<file path="config.mk">
export PLATFORM = sky130hd
export DESIGN_NAME = kinematic_path_integrator
export DESIGN_NICKNAME = d
export VERILOG_FILES = /design/src/hdl/kpi_pkg.sv /design/src/hdl/kinematic_path_integrator.sv
export SDC_FILE = /design/constraint.sdc
export NUM_CORES = 2
export LEC_CHECK = 0
export ABC_CLOCK_PERIOD_IN_PS = 15200
export BUFFER_PORTS_ARGS = -buffer_cell sky130_fd_sc_hd__buf_2
export CAP_MARGIN = 20
export CORE_ASPECT_RATIO = 0.5
export CORE_MARGIN = 10
export CORE_UTILIZATION = 34
export CTS_CLUSTER_SIZE = 12
export DETAILED_ROUTE_END_ITERATION = 10
export PLACE_DENSITY = 0.56
export SETUP_SLACK_MARGIN = 0.5
export SLEW_MARGIN = 10
export SYNTH_ARGS = -nofsm -noshare
export SYNTH_HDL_FRONTEND = slang
export SYNTH_SLANG_ARGS = --single-unit
</file>
<file path="constraint.sdc">
create_clock -name i_clk -period 15.2 [get_ports i_clk]
set_input_delay 0.76 -clock i_clk [delete_from_list [all_inputs] [get_ports i_clk]]
set_output_delay 0.76 -clock i_clk [all_outputs]
set_load 0.005 [all_outputs]
</file>
<file path="src/hdl/kpi_pkg.sv">
package kpi_pkg;

    localparam int CORDIC_ITERS = 16;
    localparam int ATAN_ENTRIES = 24;
    localparam int CORDIC_STEPS = (CORDIC_ITERS < ATAN_ENTRIES) ? CORDIC_ITERS : ATAN_ENTRIES;
    localparam int ITER_W       = $clog2(ATAN_ENTRIES);

    localparam int PI_Q         = 205887;
    localparam int TWO_PI_Q     = 411775;
    localparam int HALF_PI_Q    = 102944;
    localparam int CORDIC_GAIN  = 652032874;
    localparam int WRAP_K_MAX   = 5;
    localparam int WRAP_BIAS    = (TWO_PI_Q << WRAP_K_MAX) + PI_Q;

    localparam logic [15:0] TIME_STEP_RESET = 16'd6554;

    typedef struct packed {
        logic               first_of_run;
        logic signed [31:0] start_speed;
        logic signed [15:0] accel;
        logic signed [15:0] yaw_rate;
    } t_in_word;

    typedef struct packed {
        logic signed [31:0] pos_x;
        logic signed [31:0] pos_y;
    } t_out_word;

    typedef enum logic [3:0] {
        S_IDLE,
        S_MUL_V,
        S_MUL_H,
        S_WRAP_INIT,
        S_WRAP,
        S_CORDIC_INIT,
        S_CORDIC,
        S_MUL_X,
        S_MUL_Y,
        S_ACC_Y,
        S_OUT
    } t_state;

    // arctangent of 2^-i in Q16.16
    function automatic logic [15:0] atan_q16(input logic [ITER_W-1:0] idx);
        logic [15:0] v;
        unique case (idx)
            5'd0:    v = 16'd51472;
            5'd1:    v = 16'd30386;
            5'd2:    v = 16'd16055;
            5'd3:    v = 16'd8150;
            5'd4:    v = 16'd4091;
            5'd5:    v = 16'd2047;
            5'd6:    v = 16'd1024;
            5'd7:    v = 16'd512;
            5'd8:    v = 16'd256;
            5'd9:    v = 16'd128;
            5'd10:   v = 16'd64;
            5'd11:   v = 16'd32;
            5'd12:   v = 16'd16;
            5'd13:   v = 16'd8;
            5'd14:   v = 16'd4;
            5'd15:   v = 16'd2;
            5'd16:   v = 16'd1;
            default: v = 16'd0;
        endcase
        return v;
    endfunction

    function automatic logic signed [31:0] sat32(input logic signed [35:0] v);
        logic signed [31:0] r;
        if (v > 36'sd2147483647) begin
            r = 32'sh7fffffff;
        end else if (v < -36'sd2147483648) begin
            r = 32'sh80000000;
        end else begin
            r = v[31:0];
        end
        return r;
    endfunction

endpackage

</file>
<file path="src/hdl/kinematic_path_integrator.sv">
// channel | direction | handshake                  | word
// input   | in        | i_in_valid / o_in_ready    | kpi_pkg::t_in_word
// result  | out       | o_out_valid / i_out_ready  | kpi_pkg::t_out_word
// config  | in        | i_cfg_we (no wait)         | time_step, 16 bit
//
// one word is processed from acceptance to result by the sequencer
// around one shared 33x33 multiplier, a six-step compare/subtract heading
// wrap and CORDIC_ITERS cordic steps on one shift/add unit.
// a new word is accepted in the cycle after the result is loaded, even while
// that result still waits on i_out_ready; a stalled result holds the loop.
// synchronous active-low reset: state cleared, time_step back to 6554.
module kinematic_path_integrator (
    input  logic              i_clk,
    input  logic              i_rst_n,
    input  logic              i_cfg_we,
    input  logic [15:0]       i_cfg_data,
    input  logic              i_in_valid,
    output logic              o_in_ready,
    input  kpi_pkg::t_in_word i_in_data,
    output logic              o_out_valid,
    input  logic              i_out_ready,
    output kpi_pkg::t_out_word o_out_data
);
    import kpi_pkg::*;

    t_state r_state, n_state;

    logic [15:0]         r_time_step;
    logic signed [31:0]  r_x, r_y, r_speed, r_heading;
    logic signed [15:0]  r_accel, r_rate;
    logic signed [65:0]  r_prod;
    logic [24:0]         r_w;
    logic [2:0]          r_k;
    logic signed [31:0]  r_cx, r_cy;
    logic signed [19:0]  r_z;
    logic                r_flip;
    logic [ITER_W-1:0]   r_i;
    logic signed [31:0]  r_dist;
    logic                r_out_valid;
    t_out_word           r_out_data;

    logic                c_mul_en;
    logic signed [32:0]  c_mul_a, c_mul_b;
    logic signed [31:0]  c_cos, c_sin;
    logic signed [26:0]  c_wrap_sum;
    logic [24:0]         c_wsub;
    logic signed [31:0]  c_h, c_zred;
    logic signed [31:0]  c_dx, c_dy;
    logic signed [19:0]  c_at;
    logic                c_in_acc;
    logic                c_out_load;

    assign c_in_acc   = i_in_valid && o_in_ready;
    assign c_out_load = (r_state == S_OUT) && (!r_out_valid || i_out_ready);
    assign c_cos      = r_flip ? -r_cx : r_cx;
    assign c_sin      = r_flip ? -r_cy : r_cy;

    // next state
    always_comb begin
        n_state = r_state;
        unique case (r_state)
            S_IDLE:        if (i_in_valid) n_state = S_MUL_V;
            S_MUL_V:       n_state = S_MUL_H;
            S_MUL_H:       n_state = S_WRAP_INIT;
            S_WRAP_INIT:   n_state = S_WRAP;
            S_WRAP:        if (r_k == 3'd0) n_state = S_CORDIC_INIT;
            S_CORDIC_INIT: n_state = S_CORDIC;
            S_CORDIC:      if (r_i == ITER_W'(CORDIC_STEPS - 1)) n_state = S_MUL_X;
            S_MUL_X:       n_state = S_MUL_Y;
            S_MUL_Y:       n_state = S_ACC_Y;
            S_ACC_Y:       n_state = S_OUT;
            S_OUT:         if (!r_out_valid || i_out_ready) n_state = S_IDLE;
            default:       n_state = S_IDLE;
        endcase
    end

    // control outputs and multiplier operand select
    always_comb begin
        o_in_ready = (r_state == S_IDLE);
        c_mul_en   = 1'b0;
        c_mul_a    = '0;
        c_mul_b    = $signed({17'b0, r_time_step});
        unique case (r_state)
            S_MUL_V: begin
                c_mul_en = 1'b1;
                c_mul_a  = 33'(r_accel);
            end
            S_MUL_H: begin
                c_mul_en = 1'b1;
                c_mul_a  = 33'(r_rate);
            end
            S_WRAP_INIT: begin
                c_mul_en = 1'b1;
                c_mul_a  = 33'(r_speed);
            end
            S_MUL_X: begin
                c_mul_en = 1'b1;
                c_mul_a  = 33'(c_cos);
                c_mul_b  = 33'(r_dist);
            end
            S_MUL_Y: begin
                c_mul_en = 1'b1;
                c_mul_a  = 33'(c_sin);
                c_mul_b  = 33'(r_dist);
            end
            default: begin
                c_mul_en = 1'b0;
            end
        endcase
    end

    // datapath helpers
    always_comb begin
        // heading plus step, biased so the remainder search starts non-negative
        c_wrap_sum = $signed(r_heading[26:0]) + 27'($signed(r_prod[32:8]))
                     + 27'(WRAP_BIAS);
        c_wsub     = 25'(TWO_PI_Q) << r_k;
        c_h        = $signed({7'b0, r_w}) - 32'(PI_Q);
        if (c_h > 32'(HALF_PI_Q)) begin
            c_zred = c_h - 32'(PI_Q);
        end else if (c_h < -32'(HALF_PI_Q)) begin
            c_zred = c_h + 32'(PI_Q);
        end else begin
            c_zred = c_h;
        end
        c_dx = r_cy >>> r_i;
        c_dy = r_cx >>> r_i;
        c_at = $signed({4'b0, atan_q16(r_i)});
    end

    always_ff @(posedge i_clk) begin
        if (!i_rst_n) begin
            r_state     <= S_IDLE;
            r_time_step <= TIME_STEP_RESET;
            r_x         <= '0;
            r_y         <= '0;
            r_speed     <= '0;
            r_heading   <= '0;
            r_out_valid <= 1'b0;
        end else begin
            r_state <= n_state;
            if (i_cfg_we) r_time_step <= i_cfg_data;
            if (c_mul_en) r_prod <= c_mul_a * c_mul_b;
            if (c_out_load) r_out_valid <= 1'b1;
            else if (i_out_ready) r_out_valid <= 1'b0;

            unique case (r_state)
                S_IDLE: begin
                    if (c_in_acc) begin
                        r_accel <= i_in_data.accel;
                        r_rate  <= i_in_data.yaw_rate;
                        if (i_in_data.first_of_run) begin
                            r_x       <= '0;
                            r_y       <= '0;
                            r_heading <= '0;
                            r_speed   <= i_in_data.start_speed;
                        end
                    end
                end
                S_MUL_H: begin
                    r_speed <= sat32(36'(r_speed) + 36'($signed(r_prod[40:8])));
                end
                S_WRAP_INIT: begin
                    r_w <= c_wrap_sum[24:0];
                    r_k <= 3'(WRAP_K_MAX);
                end
                S_WRAP: begin
                    if (r_w >= c_wsub) r_w <= r_w - c_wsub;
                    r_k <= r_k - 3'd1;
                end
                S_CORDIC_INIT: begin
                    r_heading <= c_h;
                    r_z       <= c_zred[19:0];
                    r_flip    <= (c_zred != c_h);
                    r_cx      <= 32'(CORDIC_GAIN);
                    r_cy      <= '0;
                    r_i       <= '0;
                    r_dist    <= r_prod[47:16];
                end
                S_CORDIC: begin
                    if (!r_z[19]) begin
                        r_cx <= r_cx - c_dx;
                        r_cy <= r_cy + c_dy;
                        r_z  <= r_z - c_at;
                    end else begin
                        r_cx <= r_cx + c_dx;
                        r_cy <= r_cy - c_dy;
                        r_z  <= r_z + c_at;
                    end
                    r_i <= r_i + ITER_W'(1);
                end
                S_MUL_Y: begin
                    r_x <= sat32(36'(r_x) + 36'($signed(r_prod[63:30])));
                end
                S_ACC_Y: begin
                    r_y <= sat32(36'(r_y) + 36'($signed(r_prod[63:30])));
                end
                S_OUT: begin
                    if (c_out_load) begin
                        r_out_data.pos_x <= r_x;
                        r_out_data.pos_y <= r_y;
                    end
                end
                default: begin
                end
            endcase
        end
    end

    assign o_out_valid = r_out_valid;
    assign o_out_data  = r_out_data;

endmodule

</file>
==> flow_metrics.py <==
metrics = {
    "clock_network": {
        "cts_setup_buffers": 0,
        "clockBufferDepth": 3,
        "post_cts_resized": 0,
        "cts_buffers": 53,
        "hold_buffers": 0,
        "path_clk_slew_ns": 0.06,
        "cts.sinks": 460,
        "htree_levels": 2,
        "root_buffer": "clkbuf_16",
        "clock_latency_ns": 0.68,
        "cts_tree": "built",
    },
    "final_layout": {
        "final_core_util": 0.372,
        "nets": 9503,
        "area_growth_pct": 8.46,
        "drive_gt1_frac": 0.0763,
    },
    "detailed_routing": {
        "wl_microns": 235000,
        "wl_met2_microns": 109000,
        "vias": 56400,
        "wl_per_cell_microns": 22.1,
        "vias_per_cell": 5.30,
        "wl_met3_microns": 16800,
        "drc": 0,
        "routed.top_layer": "met5",
        "firstDrtPassIters": 6,
        "ant_nets": 0,
        "wl_met1_microns": 97000,
        "drt_iter0_drc": 4762,
    },
    "sta": {
        "tightest_slew_ns": 1.17,
        "rsz0062_at_grt": "no",
        "period_needed_ns": 12.13,
        "slew_viol_final": 0,
        "fmax_mhz": 82.4,
        "hold_viol_final": 0,
        "relSlewSlack": 0.217,
        "hold_ws_ns": 0.259,
        "setup_viol": 0,
        "fin_skew_ns": 0.0586,
        "period_share": 0.798,
        "setup-tns-final_ns": 0,
    },
    "synthesis": {
        "yosysTopAreaCell": "fa_1",
        "synth_edf_count": 302,
        "synth-main-ff-cell": "edfxtp_1",
        "synth_cell_types": 103,
        "synthCells": 7832,
        "ys_ff_latch": 460,
        "synth_nets": 9514,
        "synth.area.top_cells": "fa_1 31%, edfxtp_1 13%, ha_1 8.5%",
        "ys_async_sr_fraction": 0,
        "yosysWarnings": 0,
        "synth.avg_cell_area_sq_um": 9.10,
        "synth_common_cells": "1303 x inv_1, 1112 x fa_1, 923 x nor2_1, 895 x nand2_1, 484 x ha_1",
        "synth_most_common_cell": "inv_1",
        "ys_seq_area_frac": 0.172,
        "synth.top_cell.area_share": 0.312,
        "netlist_area_sq_um": 71300,
    },
    "global_route": {
        "grt_max_degree": 89,
        "gr-total-overflow": 0,
        "grt_pass1_vias": 56800,
        "grt_pass1_wl_microns": 357000,
        "grt_antenna_before_repair": 7,
        "track_usage": 0.202,
    },
    "floorplanning": {
        "floorplan.initialDensity": 0.343,
        "rows": 118,
        "die_h_microns": 344,
        "die-area_sq_um": 230000,
        "ios": 152,
        "die_x_microns": 668,
        "core-area_sq_um": 208000,
    },
    "worst_setup_path": {
        "crit_type": "flip-flop to flip-flop",
        "cp-startpoint": "r_cx[3]",
        "cp_max_fo": 21,
        "critPathMaxStageDelay_ns": 0.58,
        "start_kind": "flip-flop",
        "cp.required_ns": 15.61,
        "cp_slowest_cell": "fa_1",
        "critPathMostFrequentCell": "fa_1",
        "reg2reg_slack_ns": 3.07,
        "worstReg2RegStart": "r_cx[3]",
        "arrival_ns": 12.54,
        "cp-endpoint": "r_prod[62]",
        "end_kind": "flip-flop",
        "timing.rr.end": "r_prod[62]",
        "r2r_cells": 40,
    },
    "placement": {
        "place_congestion": 0.906,
        "port-buffer-count": 151,
        "dp.final_hpwl_microns": 183000,
    },
    "worst_hold_path": {
        "hold_start": "i_in_data[1]",
        "hold_path_class": "input port to flip-flop",
    },
    "run_status": {
        "status": "complete, no violations",
    },
    "flow_run": {
        "drv_cap": 0,
    },
}
-- how the worst min path moves through the flow --
| stage | slack, ns | end | cells past startpoint |
|---|---|---|---|
| finish | 0.26 | r_rate[1] | 1 |
| global route | 0.25 | r_accel[12] | 1 |
| CTS | 0.22 | r_accel[2] | 1 |
| detailed placement | 0.46 | o_out_data[0] | 0 |
| global placement | 0.45 | r_heading[12] | 2 |
| floorplan | 0.44 | r_heading[12] | 2 |
-- cell families (layout without fill, tap and decap cells) --
group / Yosys count / count (layout) / share of synthesized area
simple gates: 2310 / 2310 / 0.138
buf+inv: 1664 / 1698 / 0.0892
fa+ha+maj: 1596 / 1596 / 0.397
compound gates: 1180 / 1180 / 0.112
flops: 460 / 460 / 0.172
xor+xnor: 431 / 431 / 0.0531
mux: 191 / 191 / 0.0392
other cells: 0 / 2 / 0
-- worst max-delay path, delay by kind of cell (launching register included) --
| family | cells | cell delay [ns] |
|---|---|---|
| adders and majority gates | 9 | 4.49 |
| AOI/OAI and AO/OA | 13 | 3.39 |
| and+or+nand+nor | 10 | 2.26 |
| buffers and inverters | 6 | 0.84 |
| DFF | 1 | 0.50 |
| xor gates and xnor gates | 2 | 0.36 |
-- metrics by stage --
| stage | std cells | instance area (sq um) | worst slack (ns) |
|---|---|---|---|
| floorplan | 7832 | 71300 | 4.37 |
| global placement | 10500 | 75400 | 3.30 |
| detailed placement | 10500 | 75500 | 3.17 |
| CTS | 10600 | 77300 | 3.06 |
| global route | 10600 | 77300 | 2.65 |
| finish | 10600 | 77300 | 3.07 |
-- cell usage in the layout (no fill, tap or decap), drive strengths merged, types with 65 or more instances in the layout --
cell type | synthesis | layout
inv | 1304 | 1306
fa | 1112 | 1112
nor2 | 923 | 923
nand2 | 895 | 895
ha | 484 | 484
a21oi | 326 | 326
edfxtp | 302 | 302
buf | 67 | 292
o21ai | 236 | 236
xnor2 | 235 | 235
xor2 | 196 | 196
dfxtp | 158 | 158
a21o | 106 | 106
nor3 | 91 | 91
mux2i | 75 | 75
clkbuf | 291 | 73
mux4 | 65 | 65
-- flip-flops by register name (all words and copies together), names as in the netlist, 32 cells and up --
name / count
r_speed: 32
r_cx: 32
r_prod: 56
o_out_data: 64
r_y: 32
r_x: 32
r_dist: 32
r_cy: 32
-- layer usage --
metal,vias to the layer above,global-route usage
li1,25300,-
met2,2035,0.336
met3,500,0.0329
met4,4,0.0856
met5,-,0
met1,28500,0.262
-- final cells by class --
cell class                      instances  area (sq um)
Clock inverter                         27           273
Inverter                             1306          4900
Clock buffer                           73          1520
Sequential cell                       460         12200
Multi-Input combinational cell       5708         53100
Antenna cell                            2          5.00
Tap cell                             2760          3450
Fill cell                           21000        130000
Timing Repair Buffer                  292          1860
Power is left out: the tool's default activity adds up to more than one toggle a clock period on the data nets, which glitch-free logic cannot reach.
